==> src/windowed_peak_with_parabolic_refine_core_macros.svh <==
// Assertion macros for the windowed peak core.
// Included by the modules that carry concurrent checks; no other dependencies.
`ifndef WINDOWED_PEAK_WITH_PARABOLIC_REFINE_CORE_MACROS_SVH
`define WINDOWED_PEAK_WITH_PARABOLIC_REFINE_CORE_MACROS_SVH

// same-cycle implication
`define WPPR_ASSERT_SAME(label, clk, rst, ante, cons, msg) \
   label: assert property (@(posedge clk) disable iff (rst) (ante) |-> (cons)) \
      else $error(msg);

// next-cycle implication
`define WPPR_ASSERT_NEXT(label, clk, rst, ante, cons, msg) \
   label: assert property (@(posedge clk) disable iff (rst) (ante) |=> (cons)) \
      else $error(msg);

`endif

==> src/wppr_pkg.sv <==
// Shared constants and codes for the windowed peak core.
// No dependencies; used by every other file of the block but the assertion macro header.
`timescale 1ns / 1ps

package wppr_pkg;

   localparam int SAMPLE_BITS     = 24;
   localparam int FRAC_BITS       = 8;
   localparam int MAX_LEN_DEFAULT = 65536;
   localparam int WSTART_W        = 16;
   localparam int WEND_W          = 17;
   localparam int WEND_RESET      = 65536;
   localparam int CSR_DATA_W      = 17;
   localparam int CSR_IDX_W       = 1;
   localparam int POS_W           = 24;
   localparam int MAG_OUT_W       = 24;
   localparam int QUEUE_DEPTH     = 2;

   typedef enum logic [CSR_IDX_W-1:0] {
      CSR_WINDOW_START = 1'b0,
      CSR_WINDOW_END   = 1'b1
   } csr_index_type;

   typedef enum logic [3:0] {
      BK_IDLE  = 4'b0001,
      BK_SETUP = 4'b0010,
      BK_DIV   = 4'b0100,
      BK_DONE  = 4'b1000
   } back_state_type;

endpackage

==> src/wppr_req_if.sv <==
// Sample channel: valid/ready with one correlation sample per transaction.
// Depends on wppr_pkg for the sample width.
`timescale 1ns / 1ps

interface wppr_req_if;
   logic                                 valid;
   logic                                 ready;
   logic signed [wppr_pkg::SAMPLE_BITS-1:0] sample;
   logic                                 last;

   modport source (output valid, output sample, output last, input ready);
   modport sink   (input valid, input sample, input last, output ready);
endinterface

==> src/wppr_rsp_if.sv <==
// Result channel: valid/ready with one peak report per transaction.
// Depends on wppr_pkg for the field widths.
`timescale 1ns / 1ps

interface wppr_rsp_if;
   logic                            valid;
   logic                            ready;
   logic [wppr_pkg::POS_W-1:0]      peak_position;
   logic [wppr_pkg::MAG_OUT_W-1:0]  peak_magnitude;
   logic                            refined;

   modport source (output valid, output peak_position, output peak_magnitude,
                   output refined, input ready);
   modport sink   (input valid, input peak_position, input peak_magnitude,
                   input refined, output ready);
endinterface

==> src/wppr_front.sv <==
// Front end: window registers, per-sample peak tracking, job issue at frame end.
// Depends on wppr_pkg and wppr_req_if.
`timescale 1ns / 1ps

module wppr_front #(
   parameter int MAX_LEN = wppr_pkg::MAX_LEN_DEFAULT
) (
   input  logic                               clock,
   input  logic                               reset,
   input  logic                               csr_we,
   input  logic [wppr_pkg::CSR_IDX_W-1:0]     csr_index,
   input  logic [wppr_pkg::CSR_DATA_W-1:0]    csr_wdata,
   wppr_req_if.sink                           req,
   output logic                               job_valid,
   input  logic                               job_ready,
   output logic [3*wppr_pkg::SAMPLE_BITS+$clog2(MAX_LEN):0] job_data
);

   localparam int SB    = wppr_pkg::SAMPLE_BITS;
   localparam int IDX_W = $clog2(MAX_LEN + 1);
   localparam int BI_W  = $clog2(MAX_LEN);
   localparam int CMP_W = (IDX_W > wppr_pkg::WEND_W) ? IDX_W : wppr_pkg::WEND_W;

   logic [wppr_pkg::WSTART_W-1:0] ws_ff;
   logic [wppr_pkg::WEND_W-1:0]   we_ff;
   logic [IDX_W-1:0] idx_ff, idx_in;
   logic [SB-1:0]    best_ff, best_in;
   logic [BI_W-1:0]  bidx_ff, bidx_in;
   logic [SB-1:0]    left_ff, left_in;
   logic [SB-1:0]    right_ff, right_in;
   logic             rv_ff, rv_in;
   logic [SB-1:0]    prev_ff;

   logic [SB-1:0]    mag;
   logic [CMP_W-1:0] idx_ext;
   logic [CMP_W-1:0] end_eff;
   logic             in_win;
   logic             capture;
   logic             fire;
   logic             can_refine;

   always_comb begin
      mag     = req.sample[SB-1] ? (~req.sample + 1'b1) : req.sample;
      idx_ext = CMP_W'(idx_ff);
      end_eff = (CMP_W'(we_ff) < CMP_W'(MAX_LEN)) ? CMP_W'(we_ff) : CMP_W'(MAX_LEN);
      in_win  = (idx_ext >= CMP_W'(ws_ff)) && (idx_ext < end_eff);
      capture = (best_ff != '0) && !rv_ff && (idx_ext == CMP_W'(bidx_ff) + CMP_W'(1))
                && (idx_ext < end_eff);

      best_in  = best_ff;
      bidx_in  = bidx_ff;
      left_in  = left_ff;
      right_in = right_ff;
      rv_in    = rv_ff;
      if (capture) begin
         right_in = mag;
         rv_in    = 1'b1;
      end
      if (in_win && (mag > best_ff)) begin
         best_in  = mag;
         bidx_in  = idx_ff[BI_W-1:0];
         left_in  = prev_ff;
         right_in = '0;
         rv_in    = 1'b0;
      end
      idx_in = (idx_ff < IDX_W'(MAX_LEN)) ? idx_ff + IDX_W'(1) : idx_ff;

      can_refine = (best_in != '0) && (CMP_W'(bidx_in) > CMP_W'(ws_ff)) && rv_in;
   end

   assign fire      = req.valid && job_ready;
   assign req.ready = job_ready;
   assign job_valid = fire && req.last;
   assign job_data  = {can_refine, right_in, left_in, best_in, bidx_in};

   always_ff @(posedge clock) begin
      if (reset) begin
         ws_ff <= '0;
         we_ff <= wppr_pkg::WEND_W'(wppr_pkg::WEND_RESET);
      end else if (csr_we) begin
         unique case (wppr_pkg::csr_index_type'(csr_index))
            wppr_pkg::CSR_WINDOW_START: ws_ff <= csr_wdata[wppr_pkg::WSTART_W-1:0];
            wppr_pkg::CSR_WINDOW_END:   we_ff <= csr_wdata[wppr_pkg::WEND_W-1:0];
         endcase
      end
   end

   always_ff @(posedge clock) begin
      if (reset || (fire && req.last)) begin
         idx_ff   <= '0;
         best_ff  <= '0;
         bidx_ff  <= '0;
         left_ff  <= '0;
         right_ff <= '0;
         rv_ff    <= 1'b0;
         prev_ff  <= '0;
      end else if (fire) begin
         idx_ff   <= idx_in;
         best_ff  <= best_in;
         bidx_ff  <= bidx_in;
         left_ff  <= left_in;
         right_ff <= right_in;
         rv_ff    <= rv_in;
         prev_ff  <= mag;
      end
   end

endmodule

==> src/wppr_queue.sv <==
// Small job queue between the front end and the divider back end.
// Depends on wppr_pkg for the default depth.
`timescale 1ns / 1ps

module wppr_queue #(
   parameter int WIDTH = 8,
   parameter int DEPTH = wppr_pkg::QUEUE_DEPTH
) (
   input  logic             clock,
   input  logic             reset,
   input  logic             push_valid,
   output logic             push_ready,
   input  logic [WIDTH-1:0] push_data,
   output logic             pop_valid,
   input  logic             pop_ready,
   output logic [WIDTH-1:0] pop_data
);

   localparam int PTR_W = (DEPTH > 1) ? $clog2(DEPTH) : 1;
   localparam int CNT_W = $clog2(DEPTH + 1);

   logic [WIDTH-1:0] entry_ff [DEPTH];
   logic [PTR_W-1:0] wr_ff, rd_ff;
   logic [CNT_W-1:0] count_ff;
   logic             do_push, do_pop;

   assign push_ready = (count_ff < CNT_W'(DEPTH));
   assign pop_valid  = (count_ff != '0);
   assign pop_data   = entry_ff[rd_ff];
   assign do_push    = push_valid && push_ready;
   assign do_pop     = pop_valid && pop_ready;

   always_ff @(posedge clock) begin
      if (do_push) begin
         entry_ff[wr_ff] <= push_data;
      end
   end

   always_ff @(posedge clock) begin
      if (reset) begin
         wr_ff    <= '0;
         rd_ff    <= '0;
         count_ff <= '0;
      end else begin
         if (do_push) begin
            wr_ff <= (wr_ff == PTR_W'(DEPTH - 1)) ? '0 : wr_ff + PTR_W'(1);
         end
         if (do_pop) begin
            rd_ff <= (rd_ff == PTR_W'(DEPTH - 1)) ? '0 : rd_ff + PTR_W'(1);
         end
         if (do_push && !do_pop) begin
            count_ff <= count_ff + CNT_W'(1);
         end else if (do_pop && !do_push) begin
            count_ff <= count_ff - CNT_W'(1);
         end
      end
   end

endmodule

==> src/wppr_back.sv <==
// Back end: parabolic offset by restoring division, position assembly, result register.
// Depends on wppr_pkg, wppr_rsp_if and the assertion macro header.
`timescale 1ns / 1ps
`include "windowed_peak_with_parabolic_refine_core_macros.svh"

module wppr_back #(
   parameter int MAX_LEN = wppr_pkg::MAX_LEN_DEFAULT
) (
   input  logic        clock,
   input  logic        reset,
   input  logic        job_valid,
   output logic        job_ready,
   input  logic [3*wppr_pkg::SAMPLE_BITS+$clog2(MAX_LEN):0] job_data,
   wppr_rsp_if.source  rsp
);

   localparam int SB    = wppr_pkg::SAMPLE_BITS;
   localparam int F     = wppr_pkg::FRAC_BITS;
   localparam int BI_W  = $clog2(MAX_LEN);
   localparam int Q_W   = F + 1;
   localparam int CNT_W = $clog2(Q_W);
   localparam int DIV_W = SB + F + 5;
   localparam int PW    = ((BI_W + F > wppr_pkg::POS_W) ? BI_W + F : wppr_pkg::POS_W) + 1;
   localparam logic [Q_W-1:0] Q_MAX = Q_W'(1) << (F - 1);

   wppr_pkg::back_state_type st_ff, st_in;

   logic [BI_W-1:0]  idx_ff;
   logic [SB-1:0]    mag_ff, left_ff, right_ff;
   logic             can_ff;
   logic [DIV_W-1:0] rem_ff, rem_in;
   logic [DIV_W-1:0] dsh_ff, dsh_in;
   logic [Q_W-1:0]   q_ff, q_in;
   logic [CNT_W-1:0] cnt_ff, cnt_in;
   logic             neg_ff, neg_in;
   logic             refine_ff, refine_in;

   logic [wppr_pkg::POS_W-1:0]     pos_out_ff;
   logic [wppr_pkg::MAG_OUT_W-1:0] mag_out_ff;
   logic                           ref_out_ff;
   logic                           rsp_valid_ff;

   logic signed [SB:0]   diff_ad;
   logic signed [SB+2:0] den;
   logic [SB:0]          abs_ad;
   logic [SB+2:0]        abs_den;
   logic [SB+F-1:0]      un;
   logic                 ge;
   logic [PW-1:0]        base, pos_full;
   logic                 out_free;
   logic                 load_out;

   assign job_ready = (st_ff == wppr_pkg::BK_IDLE);
   assign out_free  = !rsp_valid_ff || rsp.ready;
   assign load_out  = (st_ff == wppr_pkg::BK_DONE) && out_free;

   always_comb begin
      diff_ad = $signed({1'b0, left_ff}) - $signed({1'b0, right_ff});
      den     = $signed({3'b000, left_ff}) - $signed({2'b00, mag_ff, 1'b0})
                + $signed({3'b000, right_ff});
      abs_ad  = diff_ad[SB] ? (~diff_ad + 1'b1) : diff_ad;
      abs_den = den[SB+2] ? (~den + 1'b1) : den;
      un      = {abs_ad, {(F-1){1'b0}}};
      ge      = (rem_ff >= dsh_ff);

      base     = PW'(idx_ff) << F;
      pos_full = !refine_ff ? base
               : (neg_ff ? base - PW'(q_ff) : base + PW'(q_ff));

      st_in     = st_ff;
      rem_in    = rem_ff;
      dsh_in    = dsh_ff;
      q_in      = q_ff;
      cnt_in    = cnt_ff;
      neg_in    = neg_ff;
      refine_in = refine_ff;

      unique case (st_ff)
         wppr_pkg::BK_IDLE: begin
            if (job_valid) begin
               st_in = wppr_pkg::BK_SETUP;
            end
         end
         wppr_pkg::BK_SETUP: begin
            refine_in = can_ff && (den != '0);
            neg_in    = diff_ad[SB] ^ den[SB+2];
            rem_in    = (DIV_W'(un) << 1) + DIV_W'(abs_den);
            dsh_in    = DIV_W'(abs_den) << Q_W;
            q_in      = '0;
            cnt_in    = CNT_W'(Q_W - 1);
            st_in     = (can_ff && (den != '0)) ? wppr_pkg::BK_DIV : wppr_pkg::BK_DONE;
         end
         wppr_pkg::BK_DIV: begin
            rem_in = ge ? rem_ff - dsh_ff : rem_ff;
            q_in   = {q_ff[Q_W-2:0], ge};
            dsh_in = dsh_ff >> 1;
            cnt_in = cnt_ff - CNT_W'(1);
            if (cnt_ff == '0) begin
               st_in = wppr_pkg::BK_DONE;
            end
         end
         wppr_pkg::BK_DONE: begin
            if (out_free) begin
               st_in = wppr_pkg::BK_IDLE;
            end
         end
         default: st_in = wppr_pkg::BK_IDLE;
      endcase
   end

   always_ff @(posedge clock) begin
      if (reset) begin
         st_ff     <= wppr_pkg::BK_IDLE;
         refine_ff <= 1'b0;
      end else begin
         st_ff     <= st_in;
         refine_ff <= refine_in;
      end
   end

   always_ff @(posedge clock) begin
      rem_ff <= rem_in;
      dsh_ff <= dsh_in;
      q_ff   <= q_in;
      cnt_ff <= cnt_in;
      neg_ff <= neg_in;
      if (job_valid && job_ready) begin
         idx_ff   <= job_data[BI_W-1:0];
         mag_ff   <= job_data[BI_W +: SB];
         left_ff  <= job_data[BI_W+SB +: SB];
         right_ff <= job_data[BI_W+2*SB +: SB];
         can_ff   <= job_data[BI_W+3*SB];
      end
   end

   always_ff @(posedge clock) begin
      if (reset) begin
         rsp_valid_ff <= 1'b0;
      end else if (load_out) begin
         rsp_valid_ff <= 1'b1;
      end else if (rsp.ready) begin
         rsp_valid_ff <= 1'b0;
      end
   end

   always_ff @(posedge clock) begin
      if (load_out) begin
         pos_out_ff <= pos_full[wppr_pkg::POS_W-1:0];
         mag_out_ff <= wppr_pkg::MAG_OUT_W'(mag_ff);
         ref_out_ff <= refine_ff;
      end
   end

   assign rsp.valid          = rsp_valid_ff;
   assign rsp.peak_position  = pos_out_ff;
   assign rsp.peak_magnitude = mag_out_ff;
   assign rsp.refined        = ref_out_ff;

   `WPPR_ASSERT_NEXT(a_pop_starts_setup, clock, reset, job_valid && job_ready, st_ff == wppr_pkg::BK_SETUP, "job pop did not start setup")
   `WPPR_ASSERT_NEXT(a_div_ends, clock, reset, (st_ff == wppr_pkg::BK_DIV) && (cnt_ff == '0), st_ff == wppr_pkg::BK_DONE, "divider overran its step count")
   `WPPR_ASSERT_SAME(a_offset_bound, clock, reset, (st_ff == wppr_pkg::BK_DONE) && refine_ff, q_ff <= Q_MAX, "parabolic offset exceeds half a sample")
   `WPPR_ASSERT_SAME(a_refined_has_peak, clock, reset, rsp.valid && rsp.refined, rsp.peak_magnitude != '0, "refined result without a peak")

endmodule

==> src/windowed_peak_with_parabolic_refine_core.sv <==
// Samples: one per cycle, ready stays high unless the two-entry job queue is full.
// Result: the frame's last sample queues a job; the back end pops it, sets up, runs
// 9 restoring divide steps if refined, and adds position into the result register.
// Back end takes a new frame job only once the last result is loaded for output.
// Reset (synchronous, active high): window 0..65536, frame state and queue cleared.
`timescale 1ns / 1ps

module windowed_peak_with_parabolic_refine_core #(
   parameter int MAX_LEN = wppr_pkg::MAX_LEN_DEFAULT
) (
   input  logic                            clock,
   input  logic                            reset,
   input  logic                            csr_we,
   input  logic [wppr_pkg::CSR_IDX_W-1:0]  csr_index,
   input  logic [wppr_pkg::CSR_DATA_W-1:0] csr_wdata,
   wppr_req_if.sink                        req_ch,
   wppr_rsp_if.source                      rsp_ch
);

   localparam int JOB_W = 3 * wppr_pkg::SAMPLE_BITS + $clog2(MAX_LEN) + 1;

   logic             fr_valid, fr_ready;
   logic [JOB_W-1:0] fr_data;
   logic             bk_valid, bk_ready;
   logic [JOB_W-1:0] bk_data;

   wppr_front #(.MAX_LEN(MAX_LEN)) u_front (
      .clock     (clock),
      .reset     (reset),
      .csr_we    (csr_we),
      .csr_index (csr_index),
      .csr_wdata (csr_wdata),
      .req       (req_ch),
      .job_valid (fr_valid),
      .job_ready (fr_ready),
      .job_data  (fr_data)
   );

   wppr_queue #(.WIDTH(JOB_W), .DEPTH(wppr_pkg::QUEUE_DEPTH)) u_queue (
      .clock      (clock),
      .reset      (reset),
      .push_valid (fr_valid),
      .push_ready (fr_ready),
      .push_data  (fr_data),
      .pop_valid  (bk_valid),
      .pop_ready  (bk_ready),
      .pop_data   (bk_data)
   );

   wppr_back #(.MAX_LEN(MAX_LEN)) u_back (
      .clock     (clock),
      .reset     (reset),
      .job_valid (bk_valid),
      .job_ready (bk_ready),
      .job_data  (bk_data),
      .rsp       (rsp_ch)
   );

endmodule
==> src/flat_wrapper.sv <==
// flat-port wrapper written by rule: the top's interface ports become plain ports
module windowed_peak_with_parabolic_refine_core_flat 
#(
   parameter int MAX_LEN = wppr_pkg::MAX_LEN_DEFAULT
)
  (clock, reset, csr_we, csr_index, csr_wdata, req_ch_valid, req_ch_sample, req_ch_last, req_ch_ready, rsp_ch_valid, rsp_ch_peak_position, rsp_ch_peak_magnitude, rsp_ch_refined, rsp_ch_ready);
  wppr_req_if req_ch_i ();
  wppr_rsp_if rsp_ch_i ();
  input  logic clock;
  input  logic reset;
  input  logic csr_we;
  input  logic [wppr_pkg::CSR_IDX_W-1:0] csr_index;
  input  logic [wppr_pkg::CSR_DATA_W-1:0] csr_wdata;
  input wire logic [$bits(req_ch_i.valid)-1:0] req_ch_valid;
  input wire logic [$bits(req_ch_i.sample)-1:0] req_ch_sample;
  input wire logic [$bits(req_ch_i.last)-1:0] req_ch_last;
  output wire logic [$bits(req_ch_i.ready)-1:0] req_ch_ready;
  output wire logic [$bits(rsp_ch_i.valid)-1:0] rsp_ch_valid;
  output wire logic [$bits(rsp_ch_i.peak_position)-1:0] rsp_ch_peak_position;
  output wire logic [$bits(rsp_ch_i.peak_magnitude)-1:0] rsp_ch_peak_magnitude;
  output wire logic [$bits(rsp_ch_i.refined)-1:0] rsp_ch_refined;
  input wire logic [$bits(rsp_ch_i.ready)-1:0] rsp_ch_ready;
  assign req_ch_i.valid = req_ch_valid;
  assign req_ch_i.sample = req_ch_sample;
  assign req_ch_i.last = req_ch_last;
  assign req_ch_ready = req_ch_i.ready;
  assign rsp_ch_valid = rsp_ch_i.valid;
  assign rsp_ch_peak_position = rsp_ch_i.peak_position;
  assign rsp_ch_peak_magnitude = rsp_ch_i.peak_magnitude;
  assign rsp_ch_refined = rsp_ch_i.refined;
  assign rsp_ch_i.ready = rsp_ch_ready;
  windowed_peak_with_parabolic_refine_core #(.MAX_LEN(MAX_LEN)) u_core (.clock(clock), .reset(reset), .csr_we(csr_we), .csr_index(csr_index), .csr_wdata(csr_wdata), .req_ch(req_ch_i), .rsp_ch(rsp_ch_i));
endmodule
==> config.mk <==
export PLATFORM = sky130hd
export DESIGN_NAME = windowed_peak_with_parabolic_refine_core_flat
export DESIGN_NICKNAME = d
export VERILOG_FILES = /design/src/wppr_pkg.sv /design/src/wppr_req_if.sv /design/src/wppr_rsp_if.sv /design/src/wppr_front.sv /design/src/wppr_queue.sv /design/src/wppr_back.sv /design/src/windowed_peak_with_parabolic_refine_core.sv /design/src/flat_wrapper.sv
export VERILOG_INCLUDE_DIRS = /design/src /design/src/src
export SDC_FILE = /design/constraint.sdc
export NUM_CORES = 1
export LEC_CHECK = 0
export BUFFER_PORTS_ARGS = -buffer_cell sky130_fd_sc_hd__buf_2
export CELL_PAD_IN_SITES_DETAIL_PLACEMENT = 1
export CELL_PAD_IN_SITES_GLOBAL_PLACEMENT = 1
export CORE_MARGIN = 4
export CORE_UTILIZATION = 53
export DETAILED_ROUTE_END_ITERATION = 6
export GPL_ROUTABILITY_DRIVEN = 0
export GPL_TIMING_DRIVEN = 0
export PLACE_DENSITY = 0.93
export SYNTH_ARGS = -nofsm -noshare
export SYNTH_HDL_FRONTEND = slang
export SYNTH_SLANG_ARGS = --single-unit
==> constraint.sdc <==
create_clock -name clock -period 17.8 [get_ports clock]
set_input_delay 0.89 -clock clock [delete_from_list [all_inputs] [get_ports clock]]
set_output_delay 0.89 -clock clock [all_outputs]
set_load 0.02 [all_outputs]
Yosys cells after proc, flatten, opt, wreduce, memory -nomap -nowiden

Memories as Yosys holds them, arrays and structs flattened. A register that Yosys moved wholly into a read port is not among the register bits.
Cells that the tools add are included.

Bitwise logic cells: 5
Muxes and demuxes: 31
$lt $le $gt $ge: 8
Equality and inequality tests: 9
Add/subtract/negate cells: 17
Reductions and logical operators: 34

Operators by type and width:

| cell                                                            | count |
|---|---|
| 24-bit two-way mux                                              | 7 |
| 37-bit case mux with 2 select lines                             | 2 |
| 24-bit nonzero test                                             | 2 |
| 37-bit greater-or-equal comparator                              | 1 |
| 37-bit two-way mux                                              | 1 |
| 37-bit subtractor                                               | 1 |
| 33-bit by 27-bit adder with 34-bit output                       | 1 |
| 17-bit less-than comparator, second input constant              | 2 |
| 26-bit by 25-bit adder with 27-bit output                       | 1 |
| 27-bit by 1-bit adder with 27-bit output, second input constant | 1 |
| 27-bit two-way mux                                              | 1 |
| 27-bit inverter                                                 | 1 |
| 27-bit nonzero test                                             | 1 |
| 24-bit by 25-bit subtractor with 26-bit output                  | 1 |
| 25-bit by 1-bit adder with 25-bit output, second input constant | 1 |
| 25-bit two-way mux                                              | 1 |
| 25-bit inverter                                                 | 1 |
| 24-bit by 24-bit subtractor with 25-bit output                  | 1 |
| 24-bit by 1-bit adder with 24-bit output, second input constant | 1 |
| 24-bit by 9-bit adder with 24-bit output                        | 1 |
| 24-bit > comparator                                             | 1 |
| 24-bit inverter                                                 | 1 |
| 24-bit by 9-bit subtractor with 24-bit output                   | 1 |
| 9-bit case mux with 2 select lines                              | 1 |
| other kinds (32)                                                | 71 |

Memories kept: 1
Register bits: 310
Bits in writable memories: 178

Memory list:

| memory                  | words | width | read ports | clocked after memory_dff | wr ports | RTL line         | text |
|---|---|---|---|---|---|---|---|
| u_core.u_queue.entry_ff | 2     | 89    | 1          | 1                        | 1        | wppr_queue.sv:22 | `logic [WIDTH-1:0] entry_ff [DEPTH];` |

Depth between registers and ports, before layout

Gate-level depths: netlist (run 1).

Word-level depth: 9
Gate-level depth with buffers: 41
Gate-level depth less buffers: 40

By module

A second synthesis (run 1) with hierarchy kept.

Cells, all modules: 3,219
Area, all modules: 33,298.2 um^2

Modules (own cells, without submodules):

| module     | area each (um^2) | times used | cells an instance | sequential area each (um^2) |
|---|---|---|---|---|
| wppr_back  | 16,709.8         | 1          | 1,735             | 6,876.6 |
| wppr_front | 9,922.0          | 1          | 1,184             | 3,263.1 |
| wppr_queue | 6,666.4          | 1          | 300               | 5,445.2 |

Worst setup path after synthesis (run 1)

Ideal clock, no wire load.

Path type: reg-to-reg
From: reg u_core.u_back.left_ff[5], read port of u_core.u_queue.entry_ff
To: reg u_core.u_back.rem_ff[31] (data pin)
Setup time: 261 ps
Path buffers: 2
Data required time: 17,539 ps
Stages on the path, launching flop included: 35
Data arrival time: 7,065 ps
Setup slack: 10,474 ps
Cell sequence: edfxtp_1 ha_1 a21o_1 a211oi_1 a22oi_1 a221o_1 and2_1 a21boi_0 xnor2_1 ha_1 clkbuf_1 nor2b_1 nor3_1 a21oi_1 nand2_1 o311a_1 nor2_1 clkbuf_1 a21oi_1 xnor2_1 inv_1 ha_1 a21o_1 a21oi_1 o211ai_1 nand3_1 a31oi_1 a31oi_1 nor2b_1 nor2b_1 inv_1 o211ai_1 a221oi_1 mux2i_1 a211oi_2

Longest elaborated chain between the ends: 7
Elaborated cells on any way between the ends: 11
Classes of those cells: 6 x add/sub; 3 x mux; 2 x bitwise

Ends and longest elaborated chain:

| element                                        | RTL line         | text |
|---|---|---|
| from (decl)                                    | wppr_back.sv:29  | `logic [SB-1:0] mag_ff, left_ff, right_ff;` |
| 24-bit by 25-bit subtractor with 26-bit output | wppr_back.sv:59  | `den = $signed({3'b000, left_ff}) - $signed({2'b00, mag_ff, 1'b0})` |
| 26-bit by 25-bit adder with 27-bit output      | wppr_back.sv:60  | `+ $signed({3'b000, right_ff});` |
| 27-bit inverter                                | wppr_back.sv:62  | `abs_den = den[SB+2] ? (~den + 1'b1) : den;` |
| 27-bit by 1-bit adder with 27-bit output       | wppr_back.sv:62  |  |
| 27-bit two-way mux                             | wppr_back.sv:62  |  |
| 33-bit by 27-bit adder with 34-bit output (*)  | wppr_back.sv:87  | `rem_in = (DIV_W'(un) << 1) + DIV_W'(abs_den);` |
| 37-bit case mux with 2 select lines (*)        | wppr_back.sv:78  | `unique case (st_ff)` |
| net u_core.u_back.rem_in[31]                   | wppr_back.sv:31  | `logic [DIV_W-1:0] rem_ff, rem_in;` |
| to (signal assigned)                           | wppr_back.sv:122 | `rem_ff <= rem_in;` |
| to (decl)                                      | wppr_back.sv:31  |  |

Mark *: on every way through the listed nets, which the timed path passes. The rest lies on a longest branch.
A chain may end at the register's enable or synchronous reset.

Worst setup path in the final report (run 1)

From: reg u_core.u_back.mag_ff[1], read port of u_core.u_queue.entry_ff
To: reg u_core.u_back.rem_ff[31] (data pin)

Longest elaborated chain between the ends: 7

Ends and longest elaborated chain:

| element                                            | RTL line |
|---|---|
| from (decl)                                        | wppr_back.sv:29 |
| 24-bit by 25-bit subtractor with 26-bit output (*) | wppr_back.sv:59 |
| 26-bit by 25-bit adder with 27-bit output (*)      | wppr_back.sv:60 |
| 27-bit inverter                                    | wppr_back.sv:62 |
| 27-bit by 1-bit adder with 27-bit output           | wppr_back.sv:62 |
| 27-bit two-way mux (*)                             | wppr_back.sv:62 |
| 33-bit by 27-bit adder with 34-bit output (*)      | wppr_back.sv:87 |
| 37-bit case mux with 2 select lines (*)            | wppr_back.sv:78 |
| net u_core.u_back.rem_in[31]                       | wppr_back.sv:31 |

Marked as above.

==> results.md, run 1 <==
* Run status: complete, but fails checks
* Failing checks: max-capacitance violations, max-slew violations
* Seq cells post-synth at about 580
* Cell Rows at 91
* Antenna cells at 0
* Minimum setup slack among reg-to-reg paths at 6.89 ns
* NumNets Final at approximately 3.8k
* Share of cell area taken by muxes after synthesis at 0.0575
* Most common cell after layout, fill and taps aside: sky130_fd_sc_hd__edfxtp_1
* Insertion delay of the later-clocked pin in the worst-skew pair at 0.68 ns
* Critical path launch point: u_core.u_back.mag_ff[1]
* DP HPWL at around 85 mm
* X dimension of the die at 259 µm
* RSZ-0062 raised after global routing: false
* Clk buf depth at 3
* Count of port buffers added during placement at between 90 and 100
* Setup violation total in the final timing report at 0
* Register area share after synthesis at 0.467
* Wire length after detailed routing at 135 mm
* Root Buffer Master: sky130_fd_sc_hd__clkbuf_16
* Share of cells above drive strength 1 at 0.115
* Post-route DRC violation count at 0
* Global-route wire length before repair at between 200 and 250 mm
* Post-Syn Area at approximately 0.033 mm²
* TritonCTS Buffers at ~60
* Summed negative setup slack over all endpoints at 0 ns
* Number of warnings printed during yosys synthesis at 0
* Initial antenna violation count at 3
* Via density at between 6 and 7
* Number of different library cells in the post-synthesis netlist at 89
* Required time worst endpoint at between 15 and 20 ns
* Simple logic cell fraction of the synthesized area at 0.151
* Area of the die at 0.0669 mm²
* Async S/R FF share, synth at 0
* Floorplan Core Area at slightly above 0.06 mm²
* Cts-stage hold buffer count at 0
* Post-synthesis share of cell area spent on full adders, half adders and majority gates at 0.0819
* Most frequent cells in the layout: sky130_fd_sc_hd__edfxtp_1, sky130_fd_sc_hd__nand2_1, sky130_fd_sc_hd__a21oi_1
* Detail-routed net length per standard cell at 30.5 µm
* Sink Count at approximately 580
* Via count of the first global-routing pass at roughly 33k
* Post-cts sizing count at 0
* Clock tree from TritonCTS: done
* Compound-cell area share of the yosys netlist at 0.146
* Crit path to: u_core.u_back.rem_ff[31]
* Vias post-DR at 30.7k
* Starting Density at 0.538
* I/O Pins at 99
* Total routing resource utilization after global routing at 0.393
* Pins over their slew limit at 6
* Maximum number of pins on one net before global-route repair at 50
* RR Startpoint: u_core.u_back.mag_ff[1]
* Die extent in y at roughly 260 µm
* Kind of critical path: flip-flop to flip-flop
* Worst path slowest cell: sky130_fd_sc_hd__xnor2_1
* Number of flops mapped to enable cells by yosys at 403
* Final-report hold violation count at 0
* Post-synthesis to final-layout area growth at 11.8%
* Cell count after synthesis at about 3.4k
* Dominant combinational cell family by area after synthesis: simple AND/OR/NAND/NOR gates
* Most common cell on crit path: sky130_fd_sc_hd__nor2b_1
* Capturing element type of the critical path: flip-flop
* Critical register-to-register path endpoint: u_core.u_back.rem_ff[31]
* Critical path fanouts, max at 10
* Flip-flop cell with the highest count after synthesis: sky130_fd_sc_hd__edfxtp_1
* Grt total ovfl at 0
* Setup Fix Bufs, Post-CTS at 0
* Ratio of final minimum period to clock period at 0.613
* Crit start category: flip-flop
* Worst slew margin relative to its limit at -0.0255
* Post-Route Skew at 0.0632 ns
* Initial drt markers at approximately 4.2k
* F_max at roughly 0.09 GHz
* Number of optimization iterations in the first detailed-route pass at 6
* Time the worst path needs with I/O delays and setup at 10.91 ns
* Highest cell delay on the worst timing path at around 0.76 ns
* Path depth of the worst reg2reg path at 35
* Antenna Violating Nets Remaining at 0
* Max-Cap Viols at 1
* Kind of path behind the tightest hold check: flip-flop to flip-flop
* CTS H-tree lvls at 2
* Slew at the pin closest to its max-slew limit at 1.52 ns
* Average size of a mapped cell at roughly 9.9 µm²
* Area share of xor/xnor cells in the synthesized design at 0.0568
* Arrival time worst endpoint at approximately 11 ns
* Clk slew on worst S/H paths at 0.07 ns
logic make-up after synthesis:
logic type / count (synthesis)
XOR/XNOR: 215
AO/OA/AOI/OAI: 769
other: 1
adder cells (fa/ha/maj): 215
AND/OR/NAND/NOR: 1057
flip-flops: 576
multiplexers: 171
buffers and inverters: 351
cell usage after synthesis, types with 63 or more instances:
cell type	count	area, µm²
sky130_fd_sc_hd__o21ai_0	127	636
sky130_fd_sc_hd__a21oi_1	297	1490
sky130_fd_sc_hd__nor2_1	265	995
sky130_fd_sc_hd__a21o_1	63	473
sky130_fd_sc_hd__xnor2_1	139	1220
sky130_fd_sc_hd__dfxtp_1	173	3460
sky130_fd_sc_hd__nand2_1	380	1430
sky130_fd_sc_hd__edfxtp_1	403	12100
sky130_fd_sc_hd__clkbuf_1	112	420
sky130_fd_sc_hd__inv_1	221	830
sky130_fd_sc_hd__mux2_2	163	1840
sky130_fd_sc_hd__xor2_1	75	657
sky130_fd_sc_hd__ha_1	210	2630
final cells by class:
cell class,instances,area (µm²)
inverters,221,830
repair buffers,106,673
flip-flops and latches,576,15600
clock inverters,41,541
well taps,837,1050
multi-input cells,2429,16500
clock buffers,75,1610
plain buffers,130,494
fillers,6817,24700
flip-flops by register name, indices dropped and copies added (netlist names), 24 cells and up:
register / cells
u_core.u_front.left_ff: 24
u_core.u_back.right_ff: 24
u_core.u_front.best_ff: 24
u_core.u_back.rem_ff: 37
u_core.u_back.dsh_ff: 36
u_core.u_back.left_ff: 24
u_core.u_front.right_ff: 24
u_core.u_back.rsp.peak_position: 24
u_core.u_front.prev_ff: 24
u_core.u_back.rsp.peak_magnitude: 24
u_core.u_back.mag_ff: 24
u_core.u_queue.entry_ff: 178
worst min-delay path by stage:
stage	to	startpoint	slack, ns	cells after the start
floorplan	u_core.u_back.rsp.refined	u_core.u_back.refine_ff	0.41	0
finish	u_core.u_back.rsp.peak_magnitude[2]	u_core.u_back.mag_ff[2]	0.46	0
CTS	u_core.u_back.rsp.peak_magnitude[2]	u_core.u_back.mag_ff[2]	0.46	0
global placement	u_core.u_back.rsp.peak_magnitude[22]	u_core.u_back.mag_ff[22]	0.43	0
global route	u_core.u_back.rsp.peak_magnitude[2]	u_core.u_back.mag_ff[2]	0.47	0
detailed placement	u_core.u_back.rsp.peak_magnitude[22]	u_core.u_back.mag_ff[22]	0.44	0
worst max-delay path: cells and delay by family (launching register included):
family                     cells  cell delay, ns
xor gates and xnor gates       2            1.00
muxes                          1            0.31
and+or+nand+nor                9            1.82
DFF                            1            0.50
adders and majority gates      3            0.98
buffers and inverters          5            1.21
AOI/OAI and AO/OA             15            4.77
through the flow:
stage          instance area (µm²)  worst slack (ns)  std cells   util  hold WS [ns]
6_report                     37200              6.89       4415  0.601         0.460
5_1_grt                      37200              6.40       4415  0.601         0.466
4_1_cts                      37200              7.31       4415  0.601         0.457
3_5_place_dp                 35100              7.69       4299  0.566         0.439
3_3_place_gp                 34800              8.18       4290  0.562         0.433
2_1_floorplan                33300             10.47       3356      -         0.406
routing by layer:
metal / wire [µm] / vias to the layer above / GRT usage
met5: 9 / - / 0
met4: 12100 / 2 / 0.277
met3: 13200 / 935 / 0.0919
met2: 62900 / 2571 / 0.652
met1: 46500 / 14800 / 0.448
li1: - / 12400 / -
Power of run 1 is left out: the tool's default activity adds up to more than one toggle a clock period on the data nets, which glitch-free logic cannot reach.
==> run 2: changes to the inputs <==
- CORE_UTILIZATION: 53 -> 45
- PLACE_DENSITY: 0.93 -> 0.84
- clock period: 17.8 -> 9.3 ns (I/O delays scaled with it)
==> results.md, run 2 (same netlist as run 1, synthesis figures left out) <==
* Run status: complete, but fails checks
* Failing checks: max-capacitance violations
* Share of cells above drive strength 1 at 0.120 (+0.00416)
* Clock tree from TritonCTS: done
* Vias post-DR at 27.3k (-11%)
* Kind of critical path: input pin to flip-flop
* Via density at 6.01 (-14%)
* Max-Cap Viols at 1 (unchanged)
* I/O Pins at 99 (unchanged)
* Maximum number of pins on one net before global-route repair at 65 (+30%)
* Largest regs: u_core.u_queue.entry_ff (178), u_core.u_back.rem_ff (37), u_core.u_back.dsh_ff (36)
* Initial antenna violation count at 2 (-1)
* Final core utilization at 0.512 (-0.0885)
* Global-route wire length before repair at 167 mm (-18%)
* Arrival time worst endpoint at 9.27 ns (-2.05 ns)
* Capturing element type of the critical path: flip-flop
* Detail-routed net length per standard cell at 23.9 µm (-22%)
* Grt total ovfl at 0 (unchanged)
* Post-synthesis to final-layout area growth at 12.7%
* Critical path fanouts, max at 10 (unchanged)
* Sink Count at 576 (unchanged)
* Worst path slowest cell: sky130_fd_sc_hd__buf_1
* Starting Density at 0.455 (-0.0827)
* X dimension of the die at 280 µm (+8.3%)
* Time the worst path needs with I/O delays and setup at between 8 and 9 ns
* Critical path launch point: req_ch_sample[0]
* Kind of path behind the tightest hold check: input pin to flip-flop
* Initial drt markers at 1901 (-55%)
* Setup violation total in the final timing report at 0 (unchanged)
* Ratio of final minimum period to clock period at 0.956
* Flip-flop count of the largest register, all copies and words added at 178 (unchanged)
* Clk buf depth at 3 (unchanged)
* Via count of the first global-routing pass at 28.6k (-12%)
* Floorplan Core Area at 0.0732 mm² (+18%)
* Hold_sp: csr_wdata[6]
* Top cell family by delay on the critical path: simple AND/OR/NAND/NOR gates
* Final design instance area without fill at 0.0375 mm² (+0.79%)
* Pins over their slew limit at 0 (-6)
* Area of the die at 0.0784 mm² (+17%)
* Root Buffer Master: sky130_fd_sc_hd__clkbuf_16
* Post-route DRC violation count at 0 (unchanged)
* Required time worst endpoint at 9.67 ns (-8.54 ns)
* Post-Route Skew at 0.0749 ns (+0.0117 ns)
* Highest cell delay on the worst timing path at 0.63 ns (-0.13 ns)
* Most common cell after layout, fill and taps aside: sky130_fd_sc_hd__edfxtp_1
* Final-report hold violation count at 0 (unchanged)
* NumNets Final at 3792 (+0.11%)
* Worst slew margin relative to its limit at 0.00320 (+0.0287)
* Worst path buffer plus inverter count at 6 (+1)
* Post-Place Cell Area at 0.0352 mm² (+0.48%)
* CTS H-tree lvls at 2 (unchanged)
* Wire length after detailed routing at 108 mm (-20%)
* Largest reg by FF count: u_core.u_queue.entry_ff
* Antenna Violating Nets Remaining at 0 (unchanged)
* DP HPWL at 78.3 mm (-8.3%)
* Most common cell on crit path: sky130_fd_sc_hd__a21oi_1
* Clk slew on worst S/H paths at 0.07 ns (about the same)
* F_max at around 0.11 GHz
* Total routing resource utilization after global routing at 0.272 (-0.121)
* Cell Rows at 99 (+8.8%)
* Insertion delay of the later-clocked pin in the worst-skew pair at 0.70 ns (+0.02 ns)
* RR Startpoint: u_core.u_back.mag_ff[1]
* Slew at the pin closest to its max-slew limit at 1.50 ns (-0.0223 ns)
* Most frequent cells in the layout: sky130_fd_sc_hd__edfxtp_1, sky130_fd_sc_hd__nand2_1, sky130_fd_sc_hd__a21oi_1
* Met1 demand-to-capacity share in global routing at 0.337 (-0.111)
* Met3 global-route usage at 0.0324 (-0.0595)
* Crit start category: input pin
* Die extent in y at 280 µm (+8.3%)
* Count of port buffers added during placement at 97 (unchanged)
* Antenna cells at 0 (unchanged)
* Number of optimization iterations in the first detailed-route pass at 6 (unchanged)
* Busiest layer in global routing: met2
* TritonCTS Buffers at 60 (-1.6%)
* Grt met2 use at 0.486 (-0.166)
## run 2: per-stage QoR
stage | setup TNS (ns) | instances | setup slack [ns] | hold WS [ns]
finish | 0 | 4538 | 0.405 | 0.0221
global route | -0.0420 | 4538 | -0.0353 | 0.0236
CTS | 0 | 4536 | 0.0325 | 0.0000833
detailed placement | -3.26 | 4421 | -0.596 | 0.434
global placement | -1.48 | 4412 | -0.454 | 0.432
floorplan | 0 | 3356 | 1.97 | 0.406
## run 2: worst paths after layout
kind,end,slack (ns),cells past startpoint
hold reg to reg,u_core.u_back.rsp.peak_magnitude[5],0.40,0
hold / removal,u_core.u_front.we_ff[6],0.02,3
setup reg to reg,u_core.u_back.rem_ff[31],0.53,34
setup / recovery,u_core.u_queue.entry_ff[0][88],0.41,34
## run 2: layout make-up
type	count	area, µm²
fillers	8154	35700
inverters	221	830
repair buffers	112	741
flip-flops and latches	576	15600
multi-input cells	2429	16500
clock buffers	79	1710
well taps	959	1200
plain buffers	129	493
clock inverters	33	469
## run 2: routing by layer
metal | share of wire | routed length, µm
met1 | 0.41 | 44300
met2 | 0.50 | 54400
met3 | 0.049 | 5360
met4 | 0.040 | 4370
met5 | 0 | 0
## run 2: repair_timing
action                                  in CTS  in global routing
pin swaps                                    0                  2
setup buffers                                0                  3
endpoints found under the setup margin       9                 11
endpoints found under the hold margin        3                  0
resized for setup                            6                  7
hold buffers                                 3                  0
## run 2: worst reg2reg max path, delay by kind of cell (launching register included)
kind | cells | cell delay [ns]
compound gates | 15 | 3.96
simple gates | 10 | 1.61
fa+ha+maj | 3 | 0.93
buf+inv | 4 | 0.80
flops | 1 | 0.46
xor+xnor | 1 | 0.40
mux | 1 | 0.27
Power of run 2 is left out for the same reason.
